[src/dmx_pkg.sv]
// Shared types, constants and helpers for the DMX512 frame transmitter.
// No dependencies; src files use scoped names for it, sim/tb.sv imports it.
package dmx_pkg;

    localparam int CHANNELS    = 512;
    localparam int STORE_DEPTH = 512;
    localparam int STORE_AW    = $clog2(STORE_DEPTH);
    localparam int CLR_W       = STORE_AW + 1;
    localparam int CH_W        = 10;
    localparam int BYTE_W      = 8;
    localparam int CMD_W       = 2;
    localparam int CFG_IDX_W   = 3;
    localparam int CFG_DATA_W  = 24;
    localparam int DELAY_W     = 16;
    localparam int SINCE_W     = 24;
    localparam int BIT_IDX_W   = 4;
    localparam int FRAME_BITS  = 11;

    localparam logic [BIT_IDX_W-1:0]  LAST_BIT_IDX = BIT_IDX_W'(FRAME_BITS - 1);
    localparam logic [FRAME_BITS-1:0] SHIFT_IDLE   = '1;

    typedef enum logic [CMD_W-1:0] {
        CMD_TICK  = 2'd0,
        CMD_WRITE = 2'd1,
        CMD_READ  = 2'd2,
        CMD_NOP   = 2'd3
    } cmd_t;

    typedef enum logic [1:0] {
        PH_IDLE  = 2'd0,
        PH_BREAK = 2'd1,
        PH_MAB   = 2'd2,
        PH_DATA  = 2'd3
    } phase_t;

    typedef enum logic [CFG_IDX_W-1:0] {
        CFG_ENABLE         = 3'd0,
        CFG_START_CODE     = 3'd1,
        CFG_BREAK_TICKS    = 3'd2,
        CFG_MAB_TICKS      = 3'd3,
        CFG_FRAME_INTERVAL = 3'd4,
        CFG_BIT_TICKS      = 3'd5
    } cfg_idx_t;

    typedef struct packed {
        logic                enable;
        logic [BYTE_W-1:0]   start_code;
        logic [DELAY_W-1:0]  break_ticks;
        logic [DELAY_W-1:0]  mab_ticks;
        logic [SINCE_W-1:0]  frame_interval;
        logic [BYTE_W-1:0]   bit_ticks;
    } cfg_t;

    typedef struct packed {
        logic   line;
        logic   driver;
        phase_t phase;
    } seq_status_t;

    function automatic logic channel_ok(input logic [CH_W-1:0] ch);
        return (ch >= CH_W'(1)) && (ch <= CH_W'(CHANNELS));
    endfunction

    function automatic logic [STORE_AW-1:0] store_addr(input logic [CH_W-1:0] ch);
        logic [CH_W-1:0] idx;
        idx = ch - CH_W'(1);
        return idx[STORE_AW-1:0];
    endfunction

endpackage

[src/dmx_store.sv]
// Channel level memory: one write port, one host read port and one fetch port
// for the transmitter. Uses dmx_pkg for widths.
module dmx_store (
    input  logic                           clk,
    input  logic                           rst_n,
    input  logic                           we,
    input  logic [dmx_pkg::STORE_AW-1:0]   waddr,
    input  logic [dmx_pkg::BYTE_W-1:0]     wdata,
    input  logic                           re_a,
    input  logic [dmx_pkg::STORE_AW-1:0]   raddr_a,
    output logic [dmx_pkg::BYTE_W-1:0]     rdata_a,
    input  logic [dmx_pkg::STORE_AW-1:0]   raddr_b,
    output logic [dmx_pkg::BYTE_W-1:0]     fetch_data
);

    logic [dmx_pkg::BYTE_W-1:0] mem [dmx_pkg::STORE_DEPTH];
    logic [dmx_pkg::BYTE_W-1:0] rdata_a_reg;
    logic [dmx_pkg::BYTE_W-1:0] rdata_b_reg;
    logic [dmx_pkg::BYTE_W-1:0] fwd_data_reg;
    logic                       fwd_hit_reg;

    always_ff @(posedge clk)
    begin
        if (we)
        begin
            mem[waddr] <= wdata;
        end
        if (re_a)
        begin
            rdata_a_reg <= mem[raddr_a];
        end
        rdata_b_reg  <= mem[raddr_b];
        fwd_data_reg <= wdata;
    end

    // The fetch address only moves when a byte is loaded, and loads are at
    // least a full character apart, so a write in the same cycle as the
    // fetch read is the only overlap left to forward.
    always_ff @(posedge clk or negedge rst_n)
    begin
        if (!rst_n)
        begin
            fwd_hit_reg <= 1'b0;
        end
        else
        begin
            fwd_hit_reg <= we && (waddr == raddr_b);
        end
    end

    assign rdata_a    = rdata_a_reg;
    assign fetch_data = fwd_hit_reg ? fwd_data_reg : rdata_b_reg;

endmodule

[config.mk]
export PLATFORM = sky130hd
export DESIGN_NAME = dmx_store
export DESIGN_NICKNAME = d
export VERILOG_FILES = /design/src/dmx_pkg.sv /design/src/dmx_store.sv
export SDC_FILE = /design/constraint.sdc
export NUM_CORES = 2
export LEC_CHECK = 0
export CAP_MARGIN = 10
export CORE_MARGIN = 2
export CORE_UTILIZATION = 25
export DETAILED_ROUTE_END_ITERATION = 10
export DONT_BUFFER_PORTS = 1
export HOLD_SLACK_MARGIN = 0.03
export PLACE_DENSITY_LB_ADDON = 0.08
export SYNTH_ARGS = -nofsm -noshare
export SYNTH_HDL_FRONTEND = slang
export SYNTH_SLANG_ARGS = --single-unit
[constraint.sdc]
create_clock -name clk -period 2.4 [get_ports clk]
set_input_delay 0.72 -clock clk [delete_from_list [all_inputs] [get_ports clk]]
set_output_delay 0.72 -clock clk [all_outputs]
set_load 0.05 [all_outputs]
==> summary.md <==
| Metric | Value |
|---|---|
| Tmin final | 4.17 ns |
| Ys Warns | 0 |
| Maxcap violations | 0 |
| Largest family of logic cells by synthesized area | multiplexers |
| Post-Synth Simple-Gate Area | 3.49% |
| Crit Path Class | in2reg |
| Startpoint types | input pin |
| Largest register FFs | 4096 |
| Critical R2R Launch | mem[409][1]$_DFFE_PP_ |
| CTS tree | done |
| Leak Pwr | 87.3 nW |
| Net count reported at finish | between 10000 and 15000 |
| Final wirelength | 975000 um |
| Hold path depth | 1 |
| Final worst slack | -1.77 ns |
| VDD IR max | 661 uV |
| Max clock buf depth | 4 |
| Detail Placement HPWL | roughly 620000 um |
| Antenna violations before repair | around 90 |
| CP most frequent cell | buf_4 |
| Critical path cell sequence | nor2_1 -> buf_4 -> a22oi_1 -> o221ai_1 -> nor2_1 -> o21ai_0 -> buf_4 -> nand4_1 -> buf_4 -> o311ai_4 -> buf_12 -> and4b_1 -> buf_12 |
| Final routed DRC violation total | 0 |
| Arr. time, crit path | 5.15 ns |
| Boundary Pins | 55 |
| Die Y | around 890 um |
| FFs w/ async S/R, synth | 0.0243% |
| Syn avg cell area | about 17 um^2 |
| Largest Register | mem |
| Yosys reg bits | around 4100 |
| Synth top area share | a little over three fifths |
| Total iterations of the first detailed-routing run | 7 |
| FF-to-FF path depth | 11 |
| Post-Syn Area | 197000 um^2 |
| Post-synth EDFFs | 4104 |
| Clock skew | 0.0535 ns |
| Total negative setup slack | -20.40 ns |
| Adder-cell share of the synthesized area | 0% |
| Violated checks | max-slew violations, negative setup slack |
| Grt ovf | 0 |
| Antenna-violating nets left | 0 |
| Iteration-0 DRC Markers | approximately 17000 |
| Pins Over Slew Limit | 391 |
| Clock-pin slew on the worst setup and hold paths | 0.06 ns |
| GRT Util Overall | a little under a quarter |
| Mux share of post-synthesis cell area | between 20% and 30% |
| Max_slew headroom | -62.7% |
| Core area | 783000 um^2 |
| Htree depth | 5 |
| Vias post-DR | between 100k and 150k |
| Post-synth cell types | 91 |
| CP max-delay cell | nor2_1 |
| Most used flip-flop cell after synthesis | edfxtp_1 |
| Fin. Hold Viols | 0 |
| Wirelength per Cell | 38.9 um |
| Xor and xnor area share after synthesis | less than 1% |
| Final std cells w/o fill | 25000 |
| Pin count of the biggest net entering global routing | between 400 and 500 |
| Die width | 891 um |
| Core Rows | 325 |
| Routed vias/inst | 5.35 |
| Final setup violating endpoints | 32 |
| Vias in the first global route | ~140k |
| CP peak stage delay | 1.01 ns |
| Hold Startpoint | wdata[2] |
| Run status | complete, but fails checks |
| Port Buffers | 0 |
| Part of the Yosys area used for sequential elements | 62.9% |
| R2R Path End | rdata_a[1]$_DFFE_PP_ |
| Largest area contributor in the netlist | edfxtp_1 |
| Post-route cell area | ~260000 um^2 |
| Net Count, Synth | 11500 |
| Filler cells | 75900 |
| Fmax | approximately 240 MHz |
| Unrepaired setup endpoints after global routing | true |
| Proportion of layout cells with a drive suffix above 1 | 39.7% |
| Die area | between 700000 and 800000 um^2 |
| Clk_lat worst skew | 1.12 ns |
| Dpl cells | approximately 24000 |
| WHS Endpoint | mem[138][2]$_DFFE_PP_ |
| Global-route wire length before repair | between 1000000 and 1500000 um |
| Worst Path Required | 3.38 ns |
| CTS buffer count | about 480 |
| Hold Crit Class | in2reg |
| CTS Root Cell | clkbuf_16 |
| Initial Util | 25.1% |
| Pwr per Cell Area | ~680 nW/um^2 |
| Final period util | 174% |
| Crit end category | flop |
| Worst slew pin tran | 2.44 ns |
| Clk sinks | 4121 |
| Synth Area in Compound Gates | 6.93% |
| Top cells by area, synth | edfxtp_1 63%, mux4_2 14%, mux2i_1 7.7% |
| Gpl congestion | 0.838 |
| Area growth syn-to-layout | 30.4% |
| Post-Place Cell Area | ~230000 um^2 |
| Crit Path Max Fanout | 206 |
| R2r setup slk | -0.87 ns |
| Synth Instances | 11500 |
[cells by family after synthesis]
group	count (synthesis)
flip-flops	4121
XOR/XNOR	9
AO/OA/AOI/OAI	1946
multiplexers	2885
AND/OR/NAND/NOR	1555
buffers and inverters	975
[report_power, final]
group	internal [mW]	switching, mW
clock	42.3	32.1
combinational	7.75	12.1
sequential	79.3	0.195
total	129	44.3
[worst max-delay path: cells and delay by family]
family | cells | cell delay (ns)
and+or+nand+nor | 4 | 1.56
AOI/OAI and AO/OA | 4 | 0.67
buffers and inverters | 5 | 1.06
[timing repair]
action,in CTS,in global routing
buffers inserted,108,76
gates cloned,72,24
pin swaps,92,119
gates resized for setup,555,375
endpoints found under the hold margin,231,92
hold buffers,22,1
endpoints found under the setup margin,33,32
[area by class of cell]
| cell class | count | area, um^2 | area share [%] |
|---|---|---|---|
| clock buffers | 574 | 12600 | 4.90 |
| repair buffers | 3132 | 32700 | 12.8 |
| well taps | 10500 | 13100 | 5.11 |
| diodes | 23 | 57.6 | 0.0225 |
| clock inverters | 319 | 2980 | 1.16 |
| inverters | 19 | 118 | 0.0459 |
| flip-flops and latches | 4121 | 124000 | 48.2 |
| multi-input cells | 6395 | 71200 | 27.8 |
[Yosys cell counts (59+ instances only)]
library cell and instances:
buf_4 109, buf_6 135, nand2_1 286, mux4_2 1253, clkbuf_1 382, edfxtp_1 4104, a211oi_1 63, buf_1 78
o22ai_1 389, nand4_1 59, nor2_1 748, nand3_1 61, nor3_1 217, mux4_1 71, nor4_1 59, o21ai_0 219
a21oi_1 385, mux2i_1 1521, buf_2 145, o221ai_1 614
[per-stage QoR]
step,setup slack [ns],utilization (%),hold slack [ns],total power [mW]
global route,-1.00,32.7,0.0836,178
detailed placement,-4.54,29.5,0.424,97.9
finish,-1.77,32.7,0.0508,174
floorplan,-0.423,-,0.424,88.9
CTS,-0.836,32.3,0.0352,174
global placement,-4.98,29.5,0.424,97.5
[worst max path at each step]
stage,start,cells after the start,slack (ns),to
global placement,raddr_b[0],13,-4.98,rdata_b_reg[1]$_DFF_P_
finish,raddr_a[2],13,-1.77,rdata_a[1]$_DFFE_PP_
floorplan,raddr_a[0],9,-0.42,rdata_a[2]$_DFFE_PP_
global route,raddr_a[2],15,-1.00,rdata_a[3]$_DFFE_PP_
detailed placement,raddr_b[0],13,-4.54,rdata_b_reg[1]$_DFF_P_
CTS,raddr_a[2],13,-0.84,rdata_a[2]$_DFFE_PP_
[routing by layer]
metal,track usage (%),part of all wire (%)
met5,0,0.011
met4,6.21,3.1
met3,3.24,6.4
met2,37.9,47
met1,32.4,44
[cell usage in the layout, fill, tap and decap left out, types with 148 or more instances in the layout]
cell	n
edfxtp_1	4104
buf_4	2414
mux2i_1	1518
mux4_2	1261
nor2_1	614
clkbuf_16	515
o221ai_1	427
buf_12	422
a21oi_1	351
o22ai_1	335
nand2_1	258
nor3_1	184
o21ai_0	148
Note: power is estimated with default switching activity, not from simulation.
