==> src/dmx_pkg.sv <==
// Shared types, constants and helpers for the DMX512 frame transmitter.
// No dependencies; src files use scoped names for it, sim/tb.sv imports it.
package dmx_pkg;

    localparam int CHANNELS    = 512;
    localparam int STORE_DEPTH = 512;
    localparam int STORE_AW    = $clog2(STORE_DEPTH);
    localparam int CLR_W       = STORE_AW + 1;
    localparam int CH_W        = 10;
    localparam int BYTE_W      = 8;
    localparam int CMD_W       = 2;
    localparam int CFG_IDX_W   = 3;
    localparam int CFG_DATA_W  = 24;
    localparam int DELAY_W     = 16;
    localparam int SINCE_W     = 24;
    localparam int BIT_IDX_W   = 4;
    localparam int FRAME_BITS  = 11;

    localparam logic [BIT_IDX_W-1:0]  LAST_BIT_IDX = BIT_IDX_W'(FRAME_BITS - 1);
    localparam logic [FRAME_BITS-1:0] SHIFT_IDLE   = '1;

    typedef enum logic [CMD_W-1:0] {
        CMD_TICK  = 2'd0,
        CMD_WRITE = 2'd1,
        CMD_READ  = 2'd2,
        CMD_NOP   = 2'd3
    } cmd_t;

    typedef enum logic [1:0] {
        PH_IDLE  = 2'd0,
        PH_BREAK = 2'd1,
        PH_MAB   = 2'd2,
        PH_DATA  = 2'd3
    } phase_t;

    typedef enum logic [CFG_IDX_W-1:0] {
        CFG_ENABLE         = 3'd0,
        CFG_START_CODE     = 3'd1,
        CFG_BREAK_TICKS    = 3'd2,
        CFG_MAB_TICKS      = 3'd3,
        CFG_FRAME_INTERVAL = 3'd4,
        CFG_BIT_TICKS      = 3'd5
    } cfg_idx_t;

    typedef struct packed {
        logic                enable;
        logic [BYTE_W-1:0]   start_code;
        logic [DELAY_W-1:0]  break_ticks;
        logic [DELAY_W-1:0]  mab_ticks;
        logic [SINCE_W-1:0]  frame_interval;
        logic [BYTE_W-1:0]   bit_ticks;
    } cfg_t;

    typedef struct packed {
        logic   line;
        logic   driver;
        phase_t phase;
    } seq_status_t;

    function automatic logic channel_ok(input logic [CH_W-1:0] ch);
        return (ch >= CH_W'(1)) && (ch <= CH_W'(CHANNELS));
    endfunction

    function automatic logic [STORE_AW-1:0] store_addr(input logic [CH_W-1:0] ch);
        logic [CH_W-1:0] idx;
        idx = ch - CH_W'(1);
        return idx[STORE_AW-1:0];
    endfunction

endpackage

==> src/dmx_seq.sv <==
// Frame sequencer: break, mark after break and serial data timing per tick word.
// Uses dmx_pkg; reads channel bytes through the fetch port of dmx_store.
module dmx_seq (
    input  logic                           clk,
    input  logic                           rst_n,
    input  logic                           tick,
    input  dmx_pkg::cfg_t                  cfg,
    input  logic [dmx_pkg::BYTE_W-1:0]     fetch_data,
    output logic [dmx_pkg::STORE_AW-1:0]   fetch_addr,
    output dmx_pkg::seq_status_t           status
);

    dmx_pkg::phase_t                     phase_reg, phase_next;
    logic [dmx_pkg::DELAY_W-1:0]         delay_reg, delay_next;
    logic [dmx_pkg::SINCE_W-1:0]         since_reg, since_next;
    logic [dmx_pkg::CH_W-1:0]            byte_idx_reg, byte_idx_next;
    logic [dmx_pkg::BIT_IDX_W-1:0]       bit_idx_reg, bit_idx_next;
    logic [dmx_pkg::BYTE_W-1:0]          bit_timer_reg, bit_timer_next;
    logic [dmx_pkg::FRAME_BITS-1:0]      shift_reg, shift_next;
    logic                                line_reg, line_next;
    logic                                drv_reg, drv_next;

    logic [dmx_pkg::SINCE_W-1:0]         since_inc;
    logic                                start_ok;
    logic [dmx_pkg::DELAY_W-1:0]         break_reload;
    logic [dmx_pkg::DELAY_W-1:0]         mab_reload;
    logic [dmx_pkg::BYTE_W-1:0]          bit_reload;
    logic [dmx_pkg::CH_W-1:0]            byte_idx_inc;
    logic [dmx_pkg::BIT_IDX_W-1:0]       bit_idx_inc;
    logic                                char_end;
    logic                                frame_end;

    assign since_inc    = (since_reg == '1) ? since_reg : since_reg + dmx_pkg::SINCE_W'(1);
    assign start_ok     = cfg.enable && (since_inc >= cfg.frame_interval);
    assign break_reload = (cfg.break_ticks == '0) ? '0 : cfg.break_ticks - dmx_pkg::DELAY_W'(1);
    assign mab_reload   = (cfg.mab_ticks == '0) ? '0 : cfg.mab_ticks - dmx_pkg::DELAY_W'(1);
    assign bit_reload   = (cfg.bit_ticks == '0) ? '0 : cfg.bit_ticks - dmx_pkg::BYTE_W'(1);
    assign byte_idx_inc = byte_idx_reg + dmx_pkg::CH_W'(1);
    assign bit_idx_inc  = bit_idx_reg + dmx_pkg::BIT_IDX_W'(1);
    assign char_end     = (bit_timer_reg == '0) && (bit_idx_reg >= dmx_pkg::LAST_BIT_IDX);
    assign frame_end    = byte_idx_inc > dmx_pkg::CH_W'(dmx_pkg::CHANNELS);

    // Next phase.
    always_comb
    begin
        phase_next = phase_reg;
        if (tick)
        begin
            case (phase_reg)
                dmx_pkg::PH_IDLE:
                begin
                    if (start_ok)
                    begin
                        phase_next = dmx_pkg::PH_BREAK;
                    end
                end
                dmx_pkg::PH_BREAK:
                begin
                    if (delay_reg == '0)
                    begin
                        phase_next = dmx_pkg::PH_MAB;
                    end
                end
                dmx_pkg::PH_MAB:
                begin
                    if (delay_reg == '0)
                    begin
                        phase_next = dmx_pkg::PH_DATA;
                    end
                end
                dmx_pkg::PH_DATA:
                begin
                    if (char_end && frame_end)
                    begin
                        phase_next = dmx_pkg::PH_IDLE;
                    end
                end
                default:
                begin
                    phase_next = dmx_pkg::PH_IDLE;
                end
            endcase
        end
    end

    // Counters, shifter and line.
    always_comb
    begin
        delay_next     = delay_reg;
        since_next     = since_reg;
        byte_idx_next  = byte_idx_reg;
        bit_idx_next   = bit_idx_reg;
        bit_timer_next = bit_timer_reg;
        shift_next     = shift_reg;
        line_next      = line_reg;
        drv_next       = drv_reg;
        if (tick)
        begin
            since_next = since_inc;
            case (phase_reg)
                dmx_pkg::PH_IDLE:
                begin
                    if (start_ok)
                    begin
                        since_next = '0;
                        drv_next   = 1'b1;
                        line_next  = 1'b0;
                        delay_next = break_reload;
                    end
                end
                dmx_pkg::PH_BREAK:
                begin
                    if (delay_reg == '0)
                    begin
                        line_next  = 1'b1;
                        delay_next = mab_reload;
                    end
                    else
                    begin
                        delay_next = delay_reg - dmx_pkg::DELAY_W'(1);
                    end
                end
                dmx_pkg::PH_MAB:
                begin
                    if (delay_reg == '0)
                    begin
                        byte_idx_next  = '0;
                        shift_next     = {2'b11, cfg.start_code, 1'b0};
                        bit_idx_next   = '0;
                        bit_timer_next = bit_reload;
                        line_next      = 1'b0;
                    end
                    else
                    begin
                        delay_next = delay_reg - dmx_pkg::DELAY_W'(1);
                    end
                end
                dmx_pkg::PH_DATA:
                begin
                    if (bit_timer_reg != '0)
                    begin
                        bit_timer_next = bit_timer_reg - dmx_pkg::BYTE_W'(1);
                    end
                    else if (char_end)
                    begin
                        if (frame_end)
                        begin
                            line_next     = 1'b1;
                            shift_next    = dmx_pkg::SHIFT_IDLE;
                            bit_idx_next  = '0;
                            byte_idx_next = '0;
                        end
                        else
                        begin
                            // Byte n+1 of the frame is channel n+1, stored at n.
                            byte_idx_next  = byte_idx_inc;
                            shift_next     = {2'b11, fetch_data, 1'b0};
                            bit_idx_next   = '0;
                            bit_timer_next = bit_reload;
                            line_next      = 1'b0;
                        end
                    end
                    else
                    begin
                        bit_idx_next   = bit_idx_inc;
                        line_next      = shift_reg[bit_idx_inc];
                        bit_timer_next = bit_reload;
                    end
                end
                default:
                begin
                    line_next = 1'b1;
                end
            endcase
        end
    end

    always_ff @(posedge clk or negedge rst_n)
    begin
        if (!rst_n)
        begin
            phase_reg     <= dmx_pkg::PH_IDLE;
            delay_reg     <= '0;
            since_reg     <= '0;
            byte_idx_reg  <= '0;
            bit_idx_reg   <= '0;
            bit_timer_reg <= '0;
            shift_reg     <= dmx_pkg::SHIFT_IDLE;
            line_reg      <= 1'b1;
            drv_reg       <= 1'b0;
        end
        else
        begin
            phase_reg     <= phase_next;
            delay_reg     <= delay_next;
            since_reg     <= since_next;
            byte_idx_reg  <= byte_idx_next;
            bit_idx_reg   <= bit_idx_next;
            bit_timer_reg <= bit_timer_next;
            shift_reg     <= shift_next;
            line_reg      <= line_next;
            drv_reg       <= drv_next;
        end
    end

    assign fetch_addr    = byte_idx_reg[dmx_pkg::STORE_AW-1:0];
    assign status.line   = line_reg;
    assign status.driver = drv_reg;
    assign status.phase  = phase_reg;

    a_idle_mark: assert property (@(posedge clk) disable iff (!rst_n)
        (phase_reg == dmx_pkg::PH_IDLE) |-> line_reg)
        else $error("line is not at mark while idle");

    a_break_space: assert property (@(posedge clk) disable iff (!rst_n)
        (phase_reg == dmx_pkg::PH_BREAK) |-> (!line_reg && drv_reg))
        else $error("break without space or without driver enabled");

    a_index_range: assert property (@(posedge clk) disable iff (!rst_n)
        (bit_idx_reg <= dmx_pkg::LAST_BIT_IDX) &&
        (byte_idx_reg <= dmx_pkg::CH_W'(dmx_pkg::CHANNELS)))
        else $error("bit or byte index out of range");

endmodule

==> config.mk <==
export PLATFORM = sky130hd
export DESIGN_NAME = dmx_seq
export DESIGN_NICKNAME = d
export VERILOG_FILES = /design/src/dmx_pkg.sv /design/src/dmx_seq.sv
export SDC_FILE = /design/constraint.sdc
export NUM_CORES = 1
export LEC_CHECK = 0
export BUFFER_PORTS_ARGS = -buffer_cell sky130_fd_sc_hd__buf_2
export CORE_ASPECT_RATIO = 1.5
export CORE_UTILIZATION = 50
export CTS_BUF_LIST = sky130_fd_sc_hd__clkbuf_16
export CTS_CLUSTER_SIZE = 28
export DETAILED_ROUTE_END_ITERATION = 10
export GPL_ROUTABILITY_DRIVEN = 0
export GPL_TIMING_DRIVEN = 0
export PLACE_DENSITY_LB_ADDON = 0.08
export SYNTH_ARGS = -nofsm -noshare
export SYNTH_HDL_FRONTEND = slang
export SYNTH_SLANG_ARGS = --single-unit
==> constraint.sdc <==
create_clock -name clk -period 5.4 [get_ports clk]
set_input_delay 0.81 -clock clk [delete_from_list [all_inputs] [get_ports clk]]
set_output_delay 0.81 -clock clk [all_outputs]
set_load 0.01 [all_outputs]
==> results.toml <==
[power_and_ir_drop]
combPwrFrac_pct = 26.4
p_leak_nw = 3.315
p_switching_uw = 562.5
clock_power_share_pct = 33.8
vdd_drop_max_mv = 0.1559
p_per_area_mw_per_mm2 = 239.8
internal-power_mw = 1.186
pwr-share-seq_pct = 39.8
swShare_pct = 32.17

[clocking]
cts_root_buffer = "clkbuf_16"
numClockSinks = 75
numCtsBuffers = 9
path_clk_slew_ns = 0.06
h-tree-depth = 3
post_cts_buffers = 0
cts_tree = "done"
clk_path_buf_depth = 2
insertion_delay_ns = 0.34
hold_buffers = 0
cts.repair.resized = 0

[critical_path]
reg2reg_depth = 15
crit_chain = "ha_1 -> and4_2 -> and4_2 -> o21ai_1 -> nor3_1 -> xor2_1 -> ha_1 -> nand4_1 -> nor4_1 -> o211ai_1 -> nand2_1 -> o211a_1 -> clkbuf_1 -> nor2_1 -> a22o_1"
worstSetupEndpointType = "flip-flop"
crit_arrival_ns = 4.82
required_ns = 5.63
start_kind = "flip-flop"
crit_start = "since_reg[0]"
critPathMaxStageDelay_ns = 0.46
critPathBufInv = 1
path_class = "reg -> reg"
cp_max_fo = 10
critPathTopFamily = "simple AND/OR/NAND/NOR gates"
rrSetupSlack_ns = 0.81
r2r-start = "since_reg[0]"
crit_slowest_cell = "dfrtp_1"
rr_endpoint = "since_reg[18]"

[grt]
antenna_found_initial = 0
track_usage_pct = 26.23
grt_pass1_vias = 6058
grt_max_degree = 44
grt_pass1_wl_um = 27740
grt_overflow = 0

[logic_synthesis]
syn_area_sq_mm = 0.006310
syn-instance-count = 763
ys_seq_elements = 75
synth_adder_area_share_pct = 7.932
synth_compound_area_share_pct = 21.71
synth_top_flop_cell = "dfrtp_1"
synth_cell_types = 76
synth_top_area_cell = "dfrtp_1"
synthSimpleGateAreaFrac_pct = 22.67
seq_area_frac_synth_pct = 29.94
yosys_warnings = 0
async_flop_share_pct = 100.0
yosysMostFrequentCell = "o21ai_0"
synth_top_family_by_area = "simple AND/OR/NAND/NOR gates"
synth_area_per_cell_sq_um = 8.270
syn-num-nets = 887
synth_edf_count = 0
synth.area.top_cells = "dfrtp_1 26%, ha_1 7.9%, xnor2_1 5.8%, o21ai_0 5.6%, dfstp_2 4.2%"
synth_top_area_share_pct = 25.78
yosys.area_share.xor_xnor_pct = 8.328
synthMuxAreaShare_pct = 2.717
yosys-top-cells-count = "71 x o21ai_0, 67 x nand2_1, 65 x dfrtp_1, 55 x inv_1, 45 x nor2_1"

[timing]
post-route-min-period_ns = 4.594
setup_viol = 0
hold_viol = 0
tightest_slew_ns = 0.7915
fmax_mhz = 217.7
final.period_utilization_pct = 85.07
slew-limit-headroom_pct = 46.40
tns_ns = 0
clock_skew_ns = 0.009463
report.final.slew_viol_count = 0
rsz0062_at_grt = "false"

[finish]
final_layout_size_suffix_gt1_share_pct = 19.29
n_antenna_cell = 0
syn_to_final_growth_pct = 15.55
finalNonFillerCells = 1029
nNetsFinal = 995
largest_reg_flops = 24

[floorplan]
ios = 97
fp-row-count = 49
die_w_um = 93.72
initial_utilization_pct = 51.98
coreArea_sq_mm = 0.01214
die_h_um = 139.6
die-area_sq_mm = 0.01308

[flow_run]
max_cap_viol_count = 0

[route]
drt_first_iter_violations = 251
first_pass_iters = 5
routed_wl_um = 16790
route.detailed.drc = 0
vias = 6137
ant_nets = 0
viasPerCell = 5.964
wl_per_cell_um = 16.31

[placement]
post-dp-hpwl_um = 12900
io_buffers = 96
dp_cells = 1013

[hold_path]
hold_class = "in -> async"

[status]
status = "completed"
==> worst max-delay path by stage <==
stage | cells after the start | end
final | 15 | since_reg[18]
after global routing | 15 | since_reg[18]
after CTS | 15 | since_reg[18]
after detailed placement | 15 | since_reg[9]
after global placement | 15 | since_reg[9]
after floorplan | 18 | since_reg[18]
==> stage by stage <==
| stage | hold WS, ns | util (%) | instance area, sq um | worst slack [ns] | power, mW |
|---|---|---|---|---|---|
| finish | 0.4270 | 60.06 | 7291 | 0.8062 | 1.748 |
| detailed placement | 0.4570 | 57.70 | 7004 | 0.8700 | 1.165 |
| CTS | 0.4464 | 60.06 | 7291 | 0.8455 | 1.756 |
| global route | 0.4533 | 60.06 | 7291 | 0.5427 | 1.858 |
| floorplan | 0.4289 | - | 6310 | 1.822 | 1.011 |
| global placement | 0.4520 | 57.51 | 6982 | 0.8917 | 1.139 |
==> layout by cell type, fill, tap and decap left out, drive strengths merged, types with 11 or more instances in the layout <==
cell type  count
xor2          18
o21ai         77
inv           57
clkbuf        29
nand2         67
xnor2         42
ha            40
a22o          11
nor2          45
nor3          27
a21oi         37
buf          117
nand3         27
nor4          18
dfrtp         65
o22ai         26
nand4         13
==> area by class of cell <==
type	instances	area, sq um
inverter	55	206.4
multi-input combinational	593	3998
tap	153	191.4
sequential	75	1889
fill	1125	4848
timing repair buffer	97	503.0
clock buffer	9	225.2
clock inverter	7	61.31
buffer	40	216.5
==> per-layer routing <==
layer,GRT usage (%),routed length (um),share of wire (%),up-vias
met4,8.745,370,2.2,0
met2,47.64,8846,53,149
li1,-,-,-,3003
met3,3.552,595,3.5,29
met1,31.09,6974,42,2956
met5,0,0,0,-
==> worst reg2reg max path: cells and delay by family, from the launching register on <==
family / cells / cell delay [ns]
and+or+nand+nor: 7 / 2.00
DFF: 1 / 0.46
buffers and inverters: 1 / 0.39
xor gates and xnor gates: 1 / 0.13
adders and majority gates: 2 / 0.61
AOI/OAI and AO/OA: 4 / 0.92
==> power by group through the flow <==
stage                     logic [mW]  clock network, mW  registers, mW
final                          0.462              0.591          0.695
after global routing           0.527              0.625          0.707
after CTS                      0.467              0.596          0.694
after detailed placement       0.463                  0          0.702
after global placement         0.440                  0          0.699
after floorplan                0.326                  0          0.686
==> cells by family (layout without fill, tap and decap cells) <==
group                      after synthesis  in the layout
and+or+nand+nor                        263            263
AOI/OAI and AO/OA                      216            216
buffers and inverters                   95            208
DFF                                     75             75
xor gates and xnor gates                60             60
adders and majority gates               40             40
muxes                                   14             14
(Power assumes the default switching activity.)
